$ cat src/rtl/ctsf_pkg.sv
// ctsf_pkg: shared types and constants for the cruise target speed block
// no dependencies; imported by the divider, controller, datapath and top level
`default_nettype none

package ctsf_pkg;

  localparam int unsigned SpeedW   = 8;
  localparam int unsigned CountW   = 12;
  localparam int unsigned CfgIdxW  = 2;
  localparam int unsigned DivCntW  = 4;

  localparam logic [CountW-1:0]  COUNT_MAX = {CountW{1'b1}};
  localparam logic [DivCntW-1:0] DIV_STEPS = DivCntW'(CountW);

  localparam logic [CfgIdxW-1:0] REG_HOLD_RATE = 2'd0;
  localparam logic [CfgIdxW-1:0] REG_STEP_SIZE = 2'd1;
  localparam logic [CfgIdxW-1:0] REG_MAX_SPEED = 2'd2;
  localparam logic [CfgIdxW-1:0] REG_MIN_SPEED = 2'd3;

  localparam logic [SpeedW-1:0] HOLD_RATE_RST = 8'd5;
  localparam logic [SpeedW-1:0] STEP_SIZE_RST = 8'd1;
  localparam logic [SpeedW-1:0] MAX_SPEED_RST = 8'd90;
  localparam logic [SpeedW-1:0] MIN_SPEED_RST = 8'd20;

  typedef enum logic [1:0] {
    HM_NONE   = 2'd0,
    HM_STEADY = 2'd1,
    HM_ACCEL  = 2'd2,
    HM_COAST  = 2'd3
  } hold_mode_t;

  typedef enum logic [1:0] {
    ST_IDLE = 2'd0,
    ST_DIV  = 2'd1,
    ST_UPD  = 2'd2
  } ctrl_state_t;

  typedef struct packed {
    logic load;
    logic update;
  } ctsf_cmd_t;

  typedef struct packed {
    logic div_done;
    logic out_free;
  } ctsf_sts_t;

endpackage

`default_nettype wire

$ cat src/rtl/ctsf_div.sv
// ctsf_div: restoring divider, one quotient bit per cycle
// computes (10 * step_size) / hold_rate; uses ctsf_pkg
`default_nettype none

module ctsf_div (
  input  wire logic                          clk,
  input  wire logic                          rst_n,
  input  wire logic                          start,
  input  wire logic [ctsf_pkg::SpeedW-1:0]   step_size,
  input  wire logic [ctsf_pkg::SpeedW-1:0]   hold_rate,
  output logic                               done,
  output logic [ctsf_pkg::CountW-1:0]        quotient
);
  import ctsf_pkg::*;

  logic [CountW-1:0]  qn_r, qn_nxt;
  logic [SpeedW-1:0]  rem_r, rem_nxt;
  logic [DivCntW-1:0] cnt_r, cnt_nxt;
  logic [SpeedW:0]    rem_sh;
  logic [SpeedW:0]    rem_sub;
  logic [CountW-1:0]  dividend;

  assign dividend = ({1'b0, step_size, 3'b000} + {3'b000, step_size, 1'b0});
  assign rem_sh   = {rem_r, qn_r[CountW-1]};
  assign rem_sub  = rem_sh - {1'b0, hold_rate};

  always_comb begin
    qn_nxt  = qn_r;
    rem_nxt = rem_r;
    cnt_nxt = cnt_r;
    if (start) begin
      qn_nxt  = dividend;
      rem_nxt = '0;
      cnt_nxt = DIV_STEPS;
    end else if (cnt_r != '0) begin
      cnt_nxt = cnt_r - 1'b1;
      if (rem_sh >= {1'b0, hold_rate}) begin
        rem_nxt = rem_sub[SpeedW-1:0];
        qn_nxt  = {qn_r[CountW-2:0], 1'b1};
      end else begin
        rem_nxt = rem_sh[SpeedW-1:0];
        qn_nxt  = {qn_r[CountW-2:0], 1'b0};
      end
    end
  end

  always_ff @(posedge clk) begin
    qn_r  <= qn_nxt;
    rem_r <= rem_nxt;
    if (!rst_n) begin
      cnt_r <= '0;
    end else begin
      cnt_r <= cnt_nxt;
    end
  end

  assign done     = (cnt_r == '0);
  assign quotient = qn_r;

  a_start_idle: assert property (@(posedge clk) disable iff (!rst_n)
    start |=> cnt_r == DIV_STEPS)
    else $error("divider start not taken");

endmodule

`default_nettype wire

$ cat src/rtl/ctsf_ctrl.sv
// ctsf_ctrl: sequencing state machine for one tick
// drives datapath commands from its status; uses ctsf_pkg
`default_nettype none

module ctsf_ctrl (
  input  wire logic                clk,
  input  wire logic                rst_n,
  input  wire logic                in_valid,
  output logic                     in_stall,
  input  wire ctsf_pkg::ctsf_sts_t sts,
  output ctsf_pkg::ctsf_cmd_t      cmd
);
  import ctsf_pkg::*;

  ctrl_state_t state_r, state_nxt;

  always_comb begin
    state_nxt = state_r;
    unique case (state_r)
      ST_IDLE: if (in_valid) state_nxt = ST_DIV;
      ST_DIV:  if (sts.div_done) state_nxt = ST_UPD;
      ST_UPD:  if (sts.out_free) state_nxt = ST_IDLE;
      default: state_nxt = ST_IDLE;
    endcase
  end

  always_comb begin
    in_stall   = 1'b1;
    cmd.load   = 1'b0;
    cmd.update = 1'b0;
    unique case (state_r)
      ST_IDLE: begin
        in_stall = 1'b0;
        cmd.load = in_valid;
      end
      ST_DIV: ;
      ST_UPD:  cmd.update = sts.out_free;
      default: ;
    endcase
  end

  always_ff @(posedge clk) begin
    if (!rst_n) begin
      state_r <= ST_IDLE;
    end else begin
      state_r <= state_nxt;
    end
  end

  a_accept_div: assert property (@(posedge clk) disable iff (!rst_n)
    (in_valid && !in_stall) |=> state_r == ST_DIV)
    else $error("transfer did not start a division");

  a_div_wait: assert property (@(posedge clk) disable iff (!rst_n)
    (state_r == ST_DIV && !sts.div_done) |=> state_r == ST_DIV)
    else $error("left division early");

  a_upd_done: assert property (@(posedge clk) disable iff (!rst_n)
    cmd.update |=> (state_r == ST_IDLE && !in_stall))
    else $error("no return to idle after update");

endmodule

`default_nettype wire

$ cat src/rtl/ctsf_dp.sv
// ctsf_dp: config registers, mode state, target speed and output register
// instantiates ctsf_div; uses ctsf_pkg
`default_nettype none

module ctsf_dp (
  input  wire logic                          clk,
  input  wire logic                          rst_n,
  input  wire ctsf_pkg::ctsf_cmd_t           cmd,
  output ctsf_pkg::ctsf_sts_t                sts,
  input  wire logic                          cfg_we,
  input  wire logic [ctsf_pkg::CfgIdxW-1:0]  cfg_index,
  input  wire logic [ctsf_pkg::SpeedW-1:0]   cfg_data,
  input  wire logic                          in_cruise_on,
  input  wire logic                          in_brake,
  input  wire logic [ctsf_pkg::SpeedW-1:0]   in_vehicle_speed,
  input  wire logic                          in_coast_set_switch,
  input  wire logic                          in_accel_resume_switch,
  output logic                               out_valid,
  input  wire logic                          out_stall,
  output logic                               out_engaged,
  output logic [ctsf_pkg::SpeedW-1:0]        out_target_speed
);
  import ctsf_pkg::*;

  logic [SpeedW-1:0] hold_rate_r, step_size_r, max_speed_r, min_speed_r;

  logic              on_r, brake_r, coast_r, accel_r;
  logic [SpeedW-1:0] speed_r;

  logic              activated_r, activated_nxt;
  logic              cruise_mode_r, cruise_mode_nxt;
  logic              engage_mode_r, engage_mode_nxt;
  hold_mode_t        hold_mode_r, hold_mode_nxt;
  logic [CountW-1:0] hold_count_r, hold_count_nxt;
  logic [SpeedW-1:0] target_r, target_nxt;
  logic              accel_prev_r, coast_prev_r;

  logic              out_valid_r, out_valid_nxt;
  logic              out_engaged_r, engaged_nxt;
  logic [SpeedW-1:0] out_target_r;

  logic              div_done;
  logic [CountW-1:0] threshold;
  logic              accel_rise, coast_rise, speed_ok, fire;
  logic [CountW-1:0] count_inc;
  logic [SpeedW-1:0] target_up, target_dn;

  ctsf_div u_div (
    .clk       (clk),
    .rst_n     (rst_n),
    .start     (cmd.load),
    .step_size (step_size_r),
    .hold_rate (hold_rate_r),
    .done      (div_done),
    .quotient  (threshold)
  );

  always_ff @(posedge clk) begin
    if (!rst_n) begin
      hold_rate_r <= HOLD_RATE_RST;
      step_size_r <= STEP_SIZE_RST;
      max_speed_r <= MAX_SPEED_RST;
      min_speed_r <= MIN_SPEED_RST;
    end else if (cfg_we) begin
      unique case (cfg_index)
        REG_HOLD_RATE: hold_rate_r <= cfg_data;
        REG_STEP_SIZE: step_size_r <= cfg_data;
        REG_MAX_SPEED: max_speed_r <= cfg_data;
        REG_MIN_SPEED: min_speed_r <= cfg_data;
        default: ;
      endcase
    end
  end

  always_ff @(posedge clk) begin
    if (cmd.load) begin
      on_r    <= in_cruise_on;
      brake_r <= in_brake;
      speed_r <= in_vehicle_speed;
      coast_r <= in_coast_set_switch;
      accel_r <= in_accel_resume_switch;
    end
  end

  assign accel_rise = accel_r & ~accel_prev_r;
  assign coast_rise = coast_r & ~coast_prev_r;
  assign speed_ok   = (speed_r <= max_speed_r) && (speed_r >= min_speed_r);
  assign count_inc  = (hold_count_r != COUNT_MAX) ? hold_count_r + 1'b1 : hold_count_r;
  assign fire       = (hold_rate_r != '0) && (count_inc >= threshold);
  assign target_up  = target_r + step_size_r;
  assign target_dn  = target_r - step_size_r;

  always_comb begin
    activated_nxt   = activated_r;
    cruise_mode_nxt = cruise_mode_r;
    engage_mode_nxt = engage_mode_r;
    hold_mode_nxt   = hold_mode_r;
    hold_count_nxt  = hold_count_r;
    target_nxt      = target_r;
    engaged_nxt     = 1'b0;
    if (!activated_r) begin
      activated_nxt   = 1'b1;
      cruise_mode_nxt = 1'b0;
      target_nxt      = '0;
    end else if (cruise_mode_r) begin
      if (!on_r) begin
        cruise_mode_nxt = 1'b0;
        engage_mode_nxt = 1'b0;
        hold_mode_nxt   = HM_NONE;
        target_nxt      = '0;
      end else if (engage_mode_r) begin
        engaged_nxt = 1'b1;
        if (brake_r || !speed_ok) begin
          engage_mode_nxt = 1'b0;
          hold_mode_nxt   = HM_NONE;
          engaged_nxt     = 1'b0;
        end else if (hold_mode_r == HM_ACCEL || hold_mode_r == HM_COAST) begin
          hold_count_nxt = count_inc;
          if (fire) begin
            hold_count_nxt = '0;
            target_nxt     = (hold_mode_r == HM_ACCEL) ? target_up : target_dn;
          end else if (hold_mode_r == HM_ACCEL) begin
            if (!accel_r || target_r >= max_speed_r) hold_mode_nxt = HM_STEADY;
          end else begin
            if (!coast_r || target_r <= min_speed_r) hold_mode_nxt = HM_STEADY;
          end
        end else begin
          hold_count_nxt = '0;
          if (accel_rise && target_r < max_speed_r) begin
            hold_mode_nxt = HM_ACCEL;
            target_nxt    = target_up;
          end else if (coast_rise && target_r > min_speed_r) begin
            hold_mode_nxt = HM_COAST;
            target_nxt    = target_dn;
          end else if (coast_rise) begin
            hold_mode_nxt = HM_STEADY;
            target_nxt    = speed_r;
          end
        end
      end else begin
        if (!brake_r && speed_ok) begin
          if (accel_rise && target_r != '0) begin
            engage_mode_nxt = 1'b1;
            hold_mode_nxt   = HM_STEADY;
            engaged_nxt     = 1'b1;
          end else if (coast_rise) begin
            engage_mode_nxt = 1'b1;
            hold_mode_nxt   = HM_STEADY;
            engaged_nxt     = 1'b1;
            target_nxt      = speed_r;
          end
        end
      end
    end else begin
      if (on_r) begin
        cruise_mode_nxt = 1'b1;
        engage_mode_nxt = 1'b0;
        hold_mode_nxt   = HM_NONE;
      end
    end
  end

  always_comb begin
    out_valid_nxt = out_valid_r;
    if (cmd.update) begin
      out_valid_nxt = 1'b1;
    end else if (!out_stall) begin
      out_valid_nxt = 1'b0;
    end
  end

  always_ff @(posedge clk) begin
    if (!rst_n) begin
      activated_r   <= 1'b0;
      cruise_mode_r <= 1'b0;
      engage_mode_r <= 1'b0;
      hold_mode_r   <= HM_NONE;
      hold_count_r  <= '0;
      target_r      <= '0;
      accel_prev_r  <= 1'b0;
      coast_prev_r  <= 1'b0;
      out_valid_r   <= 1'b0;
    end else begin
      out_valid_r <= out_valid_nxt;
      if (cmd.update) begin
        activated_r   <= activated_nxt;
        cruise_mode_r <= cruise_mode_nxt;
        engage_mode_r <= engage_mode_nxt;
        hold_mode_r   <= hold_mode_nxt;
        hold_count_r  <= hold_count_nxt;
        target_r      <= target_nxt;
        accel_prev_r  <= accel_r;
        coast_prev_r  <= coast_r;
      end
    end
  end

  always_ff @(posedge clk) begin
    if (cmd.update) begin
      out_engaged_r <= engaged_nxt;
      out_target_r  <= target_nxt;
    end
  end

  assign sts.div_done     = div_done;
  assign sts.out_free     = !out_valid_r || !out_stall;
  assign out_valid        = out_valid_r;
  assign out_engaged      = out_engaged_r;
  assign out_target_speed = out_target_r;

  a_upd_valid: assert property (@(posedge clk) disable iff (!rst_n)
    cmd.update |=> out_valid_r)
    else $error("update did not present a result");

  a_no_overwrite: assert property (@(posedge clk) disable iff (!rst_n)
    cmd.update |-> (!out_valid_r || !out_stall))
    else $error("result overwritten while stalled");

  a_standby_hold: assert property (@(posedge clk) disable iff (!rst_n)
    !engage_mode_r |-> hold_mode_r == HM_NONE)
    else $error("hold mode set outside on mode");

endmodule

`default_nettype wire

$ cat src/rtl/cruise_target_speed_fsm_unit.sv
// cruise_target_speed_fsm_unit: top level of the cruise target speed block
// instantiates ctsf_ctrl and ctsf_dp; uses ctsf_pkg
//
//   channel  handshake            payload
//   in       in_valid / in_stall  cruise_on, brake, vehicle_speed, coast_set, accel_resume
//   out      out_valid/out_stall  engaged, target_speed
//   cfg      cfg_valid/cfg_ready  cfg_index (2 bits), cfg_data (8 bits)
//
// one tick passes through the transfer in idle, the divide state (twelve quotient
// bits, then done is seen) and the update
// the result register lets the next tick be taken while a result waits; the
// update of that tick holds until the result register is free
// synchronous active-low reset; config writes are always ready
`default_nettype none

module cruise_target_speed_fsm_unit (
  input  wire logic                          clk,
  input  wire logic                          rst_n,
  input  wire logic                          in_valid,
  output logic                               in_stall,
  input  wire logic                          in_cruise_on,
  input  wire logic                          in_brake,
  input  wire logic [ctsf_pkg::SpeedW-1:0]   in_vehicle_speed,
  input  wire logic                          in_coast_set_switch,
  input  wire logic                          in_accel_resume_switch,
  output logic                               out_valid,
  input  wire logic                          out_stall,
  output logic                               out_engaged,
  output logic [ctsf_pkg::SpeedW-1:0]        out_target_speed,
  input  wire logic                          cfg_valid,
  output logic                               cfg_ready,
  input  wire logic [ctsf_pkg::CfgIdxW-1:0]  cfg_index,
  input  wire logic [ctsf_pkg::SpeedW-1:0]   cfg_data
);
  import ctsf_pkg::*;

  ctsf_cmd_t cmd;
  ctsf_sts_t sts;

  assign cfg_ready = 1'b1;

  ctsf_ctrl u_ctrl (
    .clk      (clk),
    .rst_n    (rst_n),
    .in_valid (in_valid),
    .in_stall (in_stall),
    .sts      (sts),
    .cmd      (cmd)
  );

  ctsf_dp u_dp (
    .clk                    (clk),
    .rst_n                  (rst_n),
    .cmd                    (cmd),
    .sts                    (sts),
    .cfg_we                 (cfg_valid & cfg_ready),
    .cfg_index              (cfg_index),
    .cfg_data               (cfg_data),
    .in_cruise_on           (in_cruise_on),
    .in_brake               (in_brake),
    .in_vehicle_speed       (in_vehicle_speed),
    .in_coast_set_switch    (in_coast_set_switch),
    .in_accel_resume_switch (in_accel_resume_switch),
    .out_valid              (out_valid),
    .out_stall              (out_stall),
    .out_engaged            (out_engaged),
    .out_target_speed       (out_target_speed)
  );

endmodule

`default_nettype wire
$ cat config.mk
export PLATFORM = sky130hd
export DESIGN_NAME = cruise_target_speed_fsm_unit
export DESIGN_NICKNAME = d
export VERILOG_FILES = /design/src/rtl/ctsf_pkg.sv /design/src/rtl/ctsf_div.sv /design/src/rtl/ctsf_ctrl.sv /design/src/rtl/ctsf_dp.sv /design/src/rtl/cruise_target_speed_fsm_unit.sv
export SDC_FILE = /design/constraint.sdc
export NUM_CORES = 1
export LEC_CHECK = 0
export ABC_CLOCK_PERIOD_IN_PS = 9390
export BUFFER_PORTS_ARGS = -buffer_cell sky130_fd_sc_hd__buf_2
export CAP_MARGIN = 20
export CORE_MARGIN = 3
export CORE_UTILIZATION = 50
export CTS_BUF_LIST = sky130_fd_sc_hd__clkbuf_8
export DETAILED_ROUTE_END_ITERATION = 8
export GPL_TIMING_DRIVEN = 0
export PLACE_DENSITY = 0.67
export SYNTH_ARGS = -nofsm -noshare
export SYNTH_HDL_FRONTEND = slang
export SYNTH_HIERARCHICAL = 1
export SYNTH_SLANG_ARGS = --single-unit
$ cat constraint.sdc
create_clock -name clk -period 9.39 [get_ports clk]
set_clock_uncertainty 0.2 [all_clocks]
set_input_delay 1.878 -clock clk [delete_from_list [all_inputs] [get_ports clk]]
set_output_delay 1.878 -clock clk [all_outputs]
set_load 0.005 [all_outputs]
### After elaboration in Yosys (flattened, before gate mapping)

Index checks and enable logic that the tools add are counted.

| word-level totals | value |
|---|---|
| output and inout port bits | 12 |
| bits of input ports | 27 |
| logic and storage cells | 152 |
| bits in registers | 107 |

| cells by class | value |
|---|---|
| mux-type cells | 56 |
| bitwise gates (word level) | 6 |
| reduce and logical (&&, ||, !) cells | 35 |
| add/sub/neg operators | 6 |
| eq/ne operators | 16 |
| order comparisons | 8 |

Operators by type and width:

| cell | count |
|---|---|
| $mux 8 | 14 |
| $mux 12 | 5 |
| $mux 2 | 18 |
| $ge 8x8->1 | 2 |
| $le 8x8->1 | 2 |
| $mux 1 | 16 |
| $reduce_bool 8->1 | 2 |
| $sub 8x8->8 | 2 |
| $ne 7x7->1 const B | 2 |
| $add 11x9->12 | 1 |
| $add 12x1->12 const B | 1 |
| $ge 12x12->1 | 1 |
| $ne 12x12->1 const B | 1 |
| $eq 2x2->1 const B | 5 |
| $reduce_and 2->1 | 5 |
| $ge 9x8->1 | 1 |
| $add 8x8->8 | 1 |
| $gt 8x8->1 | 1 |
| $lt 8x8->1 | 1 |
| $mux 4 | 2 |
| $reduce_and 7->1 | 1 |
| $logic_and 1x1->1 | 6 |
| $logic_not 1->1 | 6 |
| $ne 2x1->1 const B | 3 |
| other kinds (16) | 28 |

### Longest topological paths before layout

Gate-level depths: netlist (run 1).

| logic depth | value |
|---|---|
| depth in word-level cells | 11 |
| gate-level depth with buffers | 15 |

### Cells and area by module

Netlist (run 1), hierarchy kept.

By module, submodules not included:

| module | area an instance (µm²) | instances | sequential area each (µm²) | cells an instance |
|---|---|---|---|---|
| ctsf_dp | 6237.2 | 1 | 1831.8 | 745 |
| ctsf_div | 1759.2 | 1 | 600.6 | 191 |
| ctsf_ctrl | 118.9 | 1 | 40.0 | 13 |
| cruise_target_speed_fsm_unit | 11.3 | 1 | 0.0 | 2 |

### Worst setup path after synthesis (run 1)

Ideal clock, no wire load.

| path | value |
|---|---|
| kind | input-to-reg |
| start | input out_stall |
| end | register u_dp.hold_count_r[2] |
| stages | 9 |
| arrival time | 3.889 ns |
| path slack | 5.231 ns |
| buffers on the path | 2 |
| setup time | 0.070 ns |
| path through | nand2_1 and3b_2 buf_2 o21ai_0 or2_2 clkbuf_1 or3_4 or4_1 a21boi_1 |

RTL lines:

| what | line | RTL |
|---|---|---|
| start: declaration | cruise_target_speed_fsm_unit.sv:27 | `input wire logic out_stall,` |
| end signal: assignment | ctsf_dp.sv:190 | `hold_count_r <= hold_count_nxt;` |
| end: declaration | ctsf_dp.sv:34 | `logic [CountW-1:0] hold_count_r, hold_count_nxt;` |

### Final worst setup path (run 1)

| path | value |
|---|---|
| start | register u_dp.hold_count_r[0] |
| end | register u_dp.out_target_r[6] (netlist: u_dp/out_target_speed[6]), data pin |

| on the way | value |
|---|---|
| word-level cells in the longest chain between the ends | 11 |

Ends and longest elaborated chain:

| what | line | RTL |
|---|---|---|
| $add 12x1->12 or $ne 12x12->1 (tied branches) | ctsf_dp.sv:88 | `assign count_inc = (hold_count_r != COUNT_MAX) ? hold_count_r + 1'b1 : hold_count_r;` |
| $mux 12 * | ctsf_dp.sv:88 |  |
| $ge 12x12->1 * | ctsf_dp.sv:89 | `assign fire = (hold_rate_r != '0) && (count_inc >= threshold);` |
| $logic_and 1x1->1 * | ctsf_dp.sv:89 |  |
| $mux 8 * | ctsf_dp.sv:119 | `if (fire) begin` |
| $mux 8 * | ctsf_dp.sv:117 | `end else if (hold_mode_r == HM_ACCEL \|\| hold_mode_r == HM_COAST) begin` |
| $mux 8 * | ctsf_dp.sv:113 | `if (brake_r \|\| !speed_ok) begin` |
| $mux 8 * | ctsf_dp.sv:111 | `end else if (engage_mode_r) begin` |
| $mux 8 * | ctsf_dp.sv:106 | `if (!on_r) begin` |
| $mux 8 * | ctsf_dp.sv:105 | `end else if (cruise_mode_r) begin` |
| $mux 8 * | ctsf_dp.sv:101 | `if (!activated_r) begin` |
| via u_dp.target_nxt[6] | ctsf_dp.sv:35 | `logic [SpeedW-1:0] target_r, target_nxt;` |
| end signal: assignment | ctsf_dp.sv:201 | `out_target_r <= target_nxt;` |
| end: declaration | ctsf_dp.sv:40 | `logic [SpeedW-1:0] out_target_r;` |

Mark *: on every way through the listed nets, which the timed path passes. The rest lies on a longest branch.
A chain may end at the register's enable or synchronous reset.

==> results by group, run 1 <==
Die
  • Die Y: 133 um
  • IO Pins: 39
  • Num rows: 45
  • Core area: 15500 um2
  • Initial cell density of the core: 0.523
  • Die Wd: 133 um
  • Die ar.: 17800 um2

Clocking
  • CTS buffer count: 9
  • Clock Tree Buf Depth: 2
  • Post-cts sizing count: 0
  • Clock transition at path regs: 0.11 ns
  • Clock tree from TritonCTS: done
  • Hold-fix buffers, CTS: 0
  • Worst-Skew Late Latency: 0.40 ns
  • H-tree depth: 3
  • Clk sinks: 107
  • Root buffer cell: clkbuf_8
  • Post-CTS Setup Inserts: 0

Detailed routing
  • Vias per cell: 6.12
  • Max layer used: met4
  • Routed len/inst: 18.6 um
  • Wire length on met2: 9.77 mm
  • Routed Wire Length: 22.6 mm
  • WL met3: 1.93 mm
  • ANT nets after route: 0
  • Metal-1 WL: 10.3 mm
  • TritonRoute pass-1 iters: 5
  • Post-route DRC: 0
  • Vias: 7440
  • Iteration-0 DRC count of the detailed router: 653

Placement
  • DPL Wire Length: 17.1 mm
  • Pre-CTS setup slack: 4.34 ns
  • Cell Area, Placed: 8580 um2
  • GPL Wtd Cong: 0.963
  • Port bufs: 37

Critical path
  • Worst EP required: 9.31 ns
  • Critical path arrival: 5.04 ns
  • Startpoint Class: register
  • Setup crit end kind: register
  • Path depth of the worst reg2reg path: 14
  • Crit-path max FO: 10
  • Crit path kind: register to register
  • Worst reg2reg startpoint: u_dp/hold_count_r[0]$_SDFFE_PN0P_
  • R2r setup slk: 4.27 ns
  • Critical R2R Capture: u_dp/out_target_speed[6]$_DFFE_PP_

Power and ir drop
  • Maximum VDD drop: 154 uV
  • Clock network fraction of design power: 0.219
  • Switch Pwr: 0.517 mW
  • Leak: 3.42 nW
  • Cell internal pwr: 0.898 mW
  • Comb power frac: 0.360
  • Sequential power share: 0.421
  • Net Sw Frac: 0.365
  • Cell area power density: 161 nW/um2
  • Total power draw: 1.41 mW

Global routing
  • Initial antenna violation count: 0
  • Vias in the first global route: 6739
  • Global route overflow: 0
  • Global Route Usage Sum: 0.254
  • First-pass GRT wire length: 36.2 mm
  • Largest net degree at the start of global routing: 20

STA
  • Setup TNS: 0 ns
  • Worst rel slew slack: 0.424
  • Max Freq: 0.195 GHz
  • Worst-Margin Slew: 0.858 ns
  • Fin worst setup slack: 4.27 ns
  • RSZ-0062 raised after global routing: no
  • Endpoints failing hold: 0
  • Max Slew Vio Count: 0
  • Final setup vio count: 0
  • Tcrit/Tclk final: 0.545
  • Final Critical Period: 5.12 ns
  • Worst hold slack: 0.272 ns

Min path
  • Hold EP: u_dp/min_speed_r[1]$_SDFFE_PN0P_
  • Hold path cells: 2
  • Worst Hold Class: register to register
  • Launch point of the worst hold path: u_dp/min_speed_r[1]$_SDFFE_PN0P_

Layout
  • Commonest cells after routing, fill and taps aside: nand2_1 (100), dfxtp_1 (74), ha_1 (74), inv_1 (72), a21oi_1 (57)
  • Area growth from synthesis to layout: 8.13%
  • Commonest non-fill, non-tap cell in the layout: nand2_1
  • # diodes: 0
  • Final nets: 1104
  • Design Area, Final: 8790 um2
  • Share of layout cells above drive strength 1: 0.101

Synth
  • Most area-hungry cell type in the Yosys netlist: dfxtp_1
  • Register area share after synthesis: 0.304
  • Post-synthesis register bit count: 107
  • Synth Area per Inst: 8.55 um2
  • Synth async-reset ratio: 0
  • Syn nets: 1056
  • Post-synth EDFFs: 33
  • Primary FF master, synth: dfxtp_1
  • Synth cell types: 92
  • Synth top area cells: dfxtp_1 (18%), edfxtp_1 (12%), ha_1 (11%)
  • Cells after Synth: 951
  • Synth top area share: 0.182
  • Yosys warnings: 6
  • Mapped cell area: 8130 um2

Run status
  • Run status: finished clean

Job
  • Max_cap viols: 0
==> flip-flops by register name, summed over array words and instances (netlist names), 2 cells and up <==
signal / count
u_ctrl/state_r: 2
u_dp/hold_count_r: 12
u_dp/hold_mode_r: 2
u_dp/hold_rate_r: 8
u_dp/max_speed_r: 8
u_dp/min_speed_r: 8
u_dp/out_target_speed: 8
u_dp/speed_r: 8
u_dp/step_size_r: 8
u_dp/target_r: 8
u_dp/u_div/cnt_r: 4
u_dp/u_div/quotient: 12
u_dp/u_div/rem_r: 8
==> per-stage QoR <==
stage               utilization  std cells
global route              0.565       1215
finish                    0.565       1215
global placement          0.552       1199
detailed placement        0.552       1199
floorplan                     -        951
CTS                       0.565       1215
==> worst max-delay path by stage <==
| stage | slack (ns) | cells past startpoint | start | to |
|---|---|---|---|---|
| finish | 4.27 | 14 | u_dp/hold_count_r[0]$_SDFFE_PN0P_ | u_dp/out_target_speed[6]$_DFFE_PP_ |
| global route | 3.89 | 14 | u_dp/hold_count_r[0]$_SDFFE_PN0P_ | u_dp/out_target_speed[6]$_DFFE_PP_ |
| CTS | 4.31 | 14 | u_dp/hold_count_r[0]$_SDFFE_PN0P_ | u_dp/out_target_speed[6]$_DFFE_PP_ |
| detailed placement | 4.34 | 14 | u_dp/hold_count_r[0]$_SDFFE_PN0P_ | u_dp/out_target_speed[6]$_DFFE_PP_ |
| global placement | 4.35 | 14 | u_dp/hold_count_r[0]$_SDFFE_PN0P_ | u_dp/out_target_speed[6]$_DFFE_PP_ |
| floorplan | 5.23 | 9 | out_stall | u_dp/hold_count_r[2]$_SDFFE_PN0P_ |
==> area by class of cell <==
class                           count  area (um2)
Fill cell                        1498        6750
Multi-Input combinational cell    726        5190
Sequential cell                   107        2470
Inverter                           73         274
Tap cell                          211         264
Buffer                             45         188
Timing Repair Buffer               37         185
Clock buffer                        9         124
Clock inverter                      7        87.6
==> worst max-delay path, stage by stage (launching register included) <==
cell and delay (ns):
dfxtp_1 0.46, ha_1 0.24, nand2_1 0.08, nor3_1 0.47
nand4_1 0.33, clkbuf_1 0.32, mux2_2 0.34, ha_1 0.18
a211o_1 0.29, a31oi_1 0.14, o21ai_1 0.17, o21ai_1 0.72
a221oi_1 0.12, a2111oi_0 0.62, o31ai_1 0.17
==> Yosys cell counts (8+ instances only) <==
cell type,number
nand2b_1,12
o211ai_1,18
o21a_1,10
xnor2_1,15
a21boi_0,20
a31oi_1,13
nand4_1,12
nand3_1,25
ha_1,74
nor3_1,24
inv_1,71
mux2_2,11
nor2b_1,31
edfxtp_1,33
and3_1,12
o31ai_1,14
mux2i_1,30
clkbuf_1,35
nor2_1,40
nand3b_1,8
nand2_1,100
a21oi_1,57
nor4_1,11
dfxtp_1,74
a211oi_1,11
o21ai_0,35
==> routing by layer <==
layer  up-vias  track usage
li1       3620            -
met1      3475        0.360
met2       306        0.380
met3        39       0.0665
met4         0       0.0777
met5         -            0
==> power groups by stage <==
stage / combinational [mW] / sequential [mW] / clock (mW)
floorplan: 0.399 / 0.588 / 0
global placement: 0.495 / 0.604 / 0
detailed placement: 0.503 / 0.606 / 0
CTS: 0.505 / 0.595 / 0.318
global route: 0.573 / 0.604 / 0.332
finish: 0.509 / 0.596 / 0.309
==> cell families after synthesis <==
group,after synthesis,synth area share
xor gates and xnor gates,21,0.0226
DFF,107,0.304
muxes,41,0.0522
and+or+nand+nor,319,0.204
adders and majority gates,78,0.124
buffers and inverters,118,0.0568
other,1,0.000461
AOI/OAI and AO/OA,266,0.236
Note: power is estimated with default switching activity, not from simulation.
==> run 2: changes to the inputs <==
Settings changed: ABC_CLOCK_PERIOD_IN_PS 9390 to 5100.
Clock period 9.39 ns to 5.1 ns, I/O delays scaled along.
==> run 2 against run 1 <==
Register-to-register slack got worse by 3.8 ns. Die area stayed put. Via count is 0.11% higher. Highest routed layer unchanged. Global-route usage unchanged. Sequential share of layout area about the same. Hold slack is essentially flat. Core utilization grew 0.056 points. Critical path depth unchanged. Count of clock-buffer cells in the layout stayed put. Critical endpoint unchanged.
==> results by group, run 2 (synthesis results as in run 1) <==
Run status
  • Run status: finished clean

Detailed routing
  • Post-route DRC: 0 (unchanged)
  • ANT nets after route: 0 (unchanged)
  • Routed Wire Length: 22.6 mm (-0.15%)
  • Routed len/inst: 18.6 um (-0.15%)
  • TritonRoute pass-1 iters: 5 (unchanged)
  • Vias per cell: 6.13 (+0.11%)
  • Vias: 7448 (+0.11%)
  • Iteration-0 DRC count of the detailed router: 692 (+6.0%)

STA
  • Max Slew Vio Count: 0 (unchanged)
  • Worst-Margin Slew: 0.834 ns (-0.0246 ns)
  • Setup TNS: 0 ns (unchanged)
  • Endpoints failing hold: 0 (unchanged)
  • Tcrit/Tclk final: 0.910 (+0.365)
  • Worst rel slew slack: 0.441 (+0.0169)
  • Final setup vio count: 0 (unchanged)
  • Max Freq: 0.215 GHz (+10%)
  • Final Critical Period: 4.64 ns (-0.475 ns)
  • RSZ-0062 raised after global routing: no

Min path
  • Worst Hold Class: register to register

Critical path
  • Crit-path max FO: 10 (unchanged)
  • Crit path kind: register to register
  • Startpoint Class: register
  • Worst EP required: 5.02 ns (-4.29 ns)
  • Critical path arrival: 4.56 ns (-0.48 ns)
  • Setup crit end kind: register

Placement
  • DPL Wire Length: 17.1 mm (unchanged)
  • GPL Wtd Cong: 0.963 (unchanged)
  • Port bufs: 37 (unchanged)

Die
  • Die Wd: 133 um (unchanged)
  • Core area: 15500 um2 (unchanged)
  • Die ar.: 17800 um2 (unchanged)
  • Num rows: 45 (unchanged)
  • Die Y: 133 um (unchanged)
  • IO Pins: 39 (unchanged)
  • Initial cell density of the core: 0.523 (unchanged)

Global routing
  • Vias in the first global route: 6739 (unchanged)
  • First-pass GRT wire length: 36.2 mm (unchanged)
  • Global Route Usage Sum: 0.254 (unchanged)
  • Global route overflow: 0 (unchanged)
  • Initial antenna violation count: 0 (unchanged)
  • Largest net degree at the start of global routing: 20 (unchanged)

Clocking
  • Worst-Skew Late Latency: 0.40 ns (about the same)
  • Clock tree from TritonCTS: done
  • Clk sinks: 107 (unchanged)
  • CTS buffer count: 9 (unchanged)
  • Root buffer cell: clkbuf_8
  • H-tree depth: 3 (unchanged)
  • Post-cts sizing count: 0 (unchanged)
  • Hold-fix buffers, CTS: 0 (unchanged)
  • Clock Tree Buf Depth: 2 (unchanged)
  • Post-CTS Setup Inserts: 0 (unchanged)
  • Clock transition at path regs: 0.11 ns (about the same)

Layout
  • Fillers: 1501 (+0.20%)
  • Final Util: 0.566 (about the same)
  • Final nets: 1104 (unchanged)
  • Share of layout cells above drive strength 1: 0.103 (+0.00199)
  • Commonest non-fill, non-tap cell in the layout: nand2_1
  • Commonest cells after routing, fill and taps aside: nand2_1 (100), dfxtp_1 (74), ha_1 (74), inv_1 (72), a21oi_1 (57)
  • # diodes: 0 (unchanged)
  • Area growth from synthesis to layout: 8.24% (about the same)

Power and ir drop
  • Cell area power density: 296 nW/um2 (+84%)
  • Maximum VDD drop: 281 uV (+82%)
  • Leak: 3.43 nW (about the same)

Job
  • Max_cap viols: 0 (unchanged)
## run 2: cell count changes in the layout (fill, tap and decap cells not counted)
cell and change:
o21ai_2 +1, nor3_2 +1, nor3_1 -1, o21ai_1 -1
## run 2: worst paths after layout
path	from	end	slack, ns	depth (start not counted)
hold reg to reg	u_dp/min_speed_r[1]$_SDFFE_PN0P_	u_dp/min_speed_r[1]$_SDFFE_PN0P_	0.27	2
hold / removal	u_dp/min_speed_r[1]$_SDFFE_PN0P_	u_dp/min_speed_r[1]$_SDFFE_PN0P_	0.27	2
setup / recovery	u_dp/hold_count_r[0]$_SDFFE_PN0P_	u_dp/out_target_speed[6]$_DFFE_PP_	0.46	14
setup reg to reg	u_dp/hold_count_r[0]$_SDFFE_PN0P_	u_dp/out_target_speed[6]$_DFFE_PP_	0.46	14
## run 2: where the power goes
group / total (mW) / internal [mW] / switching, mW
clock: 0.566 / 0.238 / 0.328
combinational: 0.940 / 0.402 / 0.537
sequential: 1.10 / 1.01 / 0.0828
## run 2: area by class of cell
cell class | count | area, um2 | area share
Buffer | 45 | 188 | 0.0213
Clock buffer | 9 | 124 | 0.0141
Clock inverter | 7 | 87.6 | 0.00996
Inverter | 73 | 274 | 0.0312
Multi-Input combinational cell | 726 | 5200 | 0.591
Sequential cell | 107 | 2470 | 0.281
Tap cell | 211 | 264 | 0.0300
Timing Repair Buffer | 37 | 185 | 0.0211
## run 2: routing by layer
metal | vias to the layer above | part of all wire | global-route usage
li1 | 3618 | - | -
met1 | 3468 | 0.45 | 0.360
met2 | 317 | 0.43 | 0.380
met3 | 45 | 0.094 | 0.0665
met4 | 0 | 0.030 | 0.0777
met5 | - | 0 | 0
## run 2: worst max-delay path, cell delays in order, from the launching register on
cell       delay (ns)
dfxtp_1          0.46
ha_1             0.24
nand2_1          0.09
nor3_2           0.30
nand4_1          0.29
clkbuf_1         0.31
mux2_2           0.34
ha_1             0.18
a211o_1          0.29
a31oi_1          0.14
o21ai_1          0.19
o21ai_2          0.47
a221oi_1         0.11
a2111oi_0        0.61
o31ai_1          0.17
## run 2: through the flow
stage,setup slack (ns),hold WS (ns),power (mW),std cells,instance area (um2)
after floorplan,1.15,0.243,1.82,951,8130
after global placement,0.0631,0.254,2.02,1199,8580
after detailed placement,0.0455,0.261,2.04,1199,8580
after CTS,0.0202,0.278,2.61,1215,8790
after global routing,0.103,0.302,2.78,1215,8800
final,0.458,0.272,2.60,1215,8800
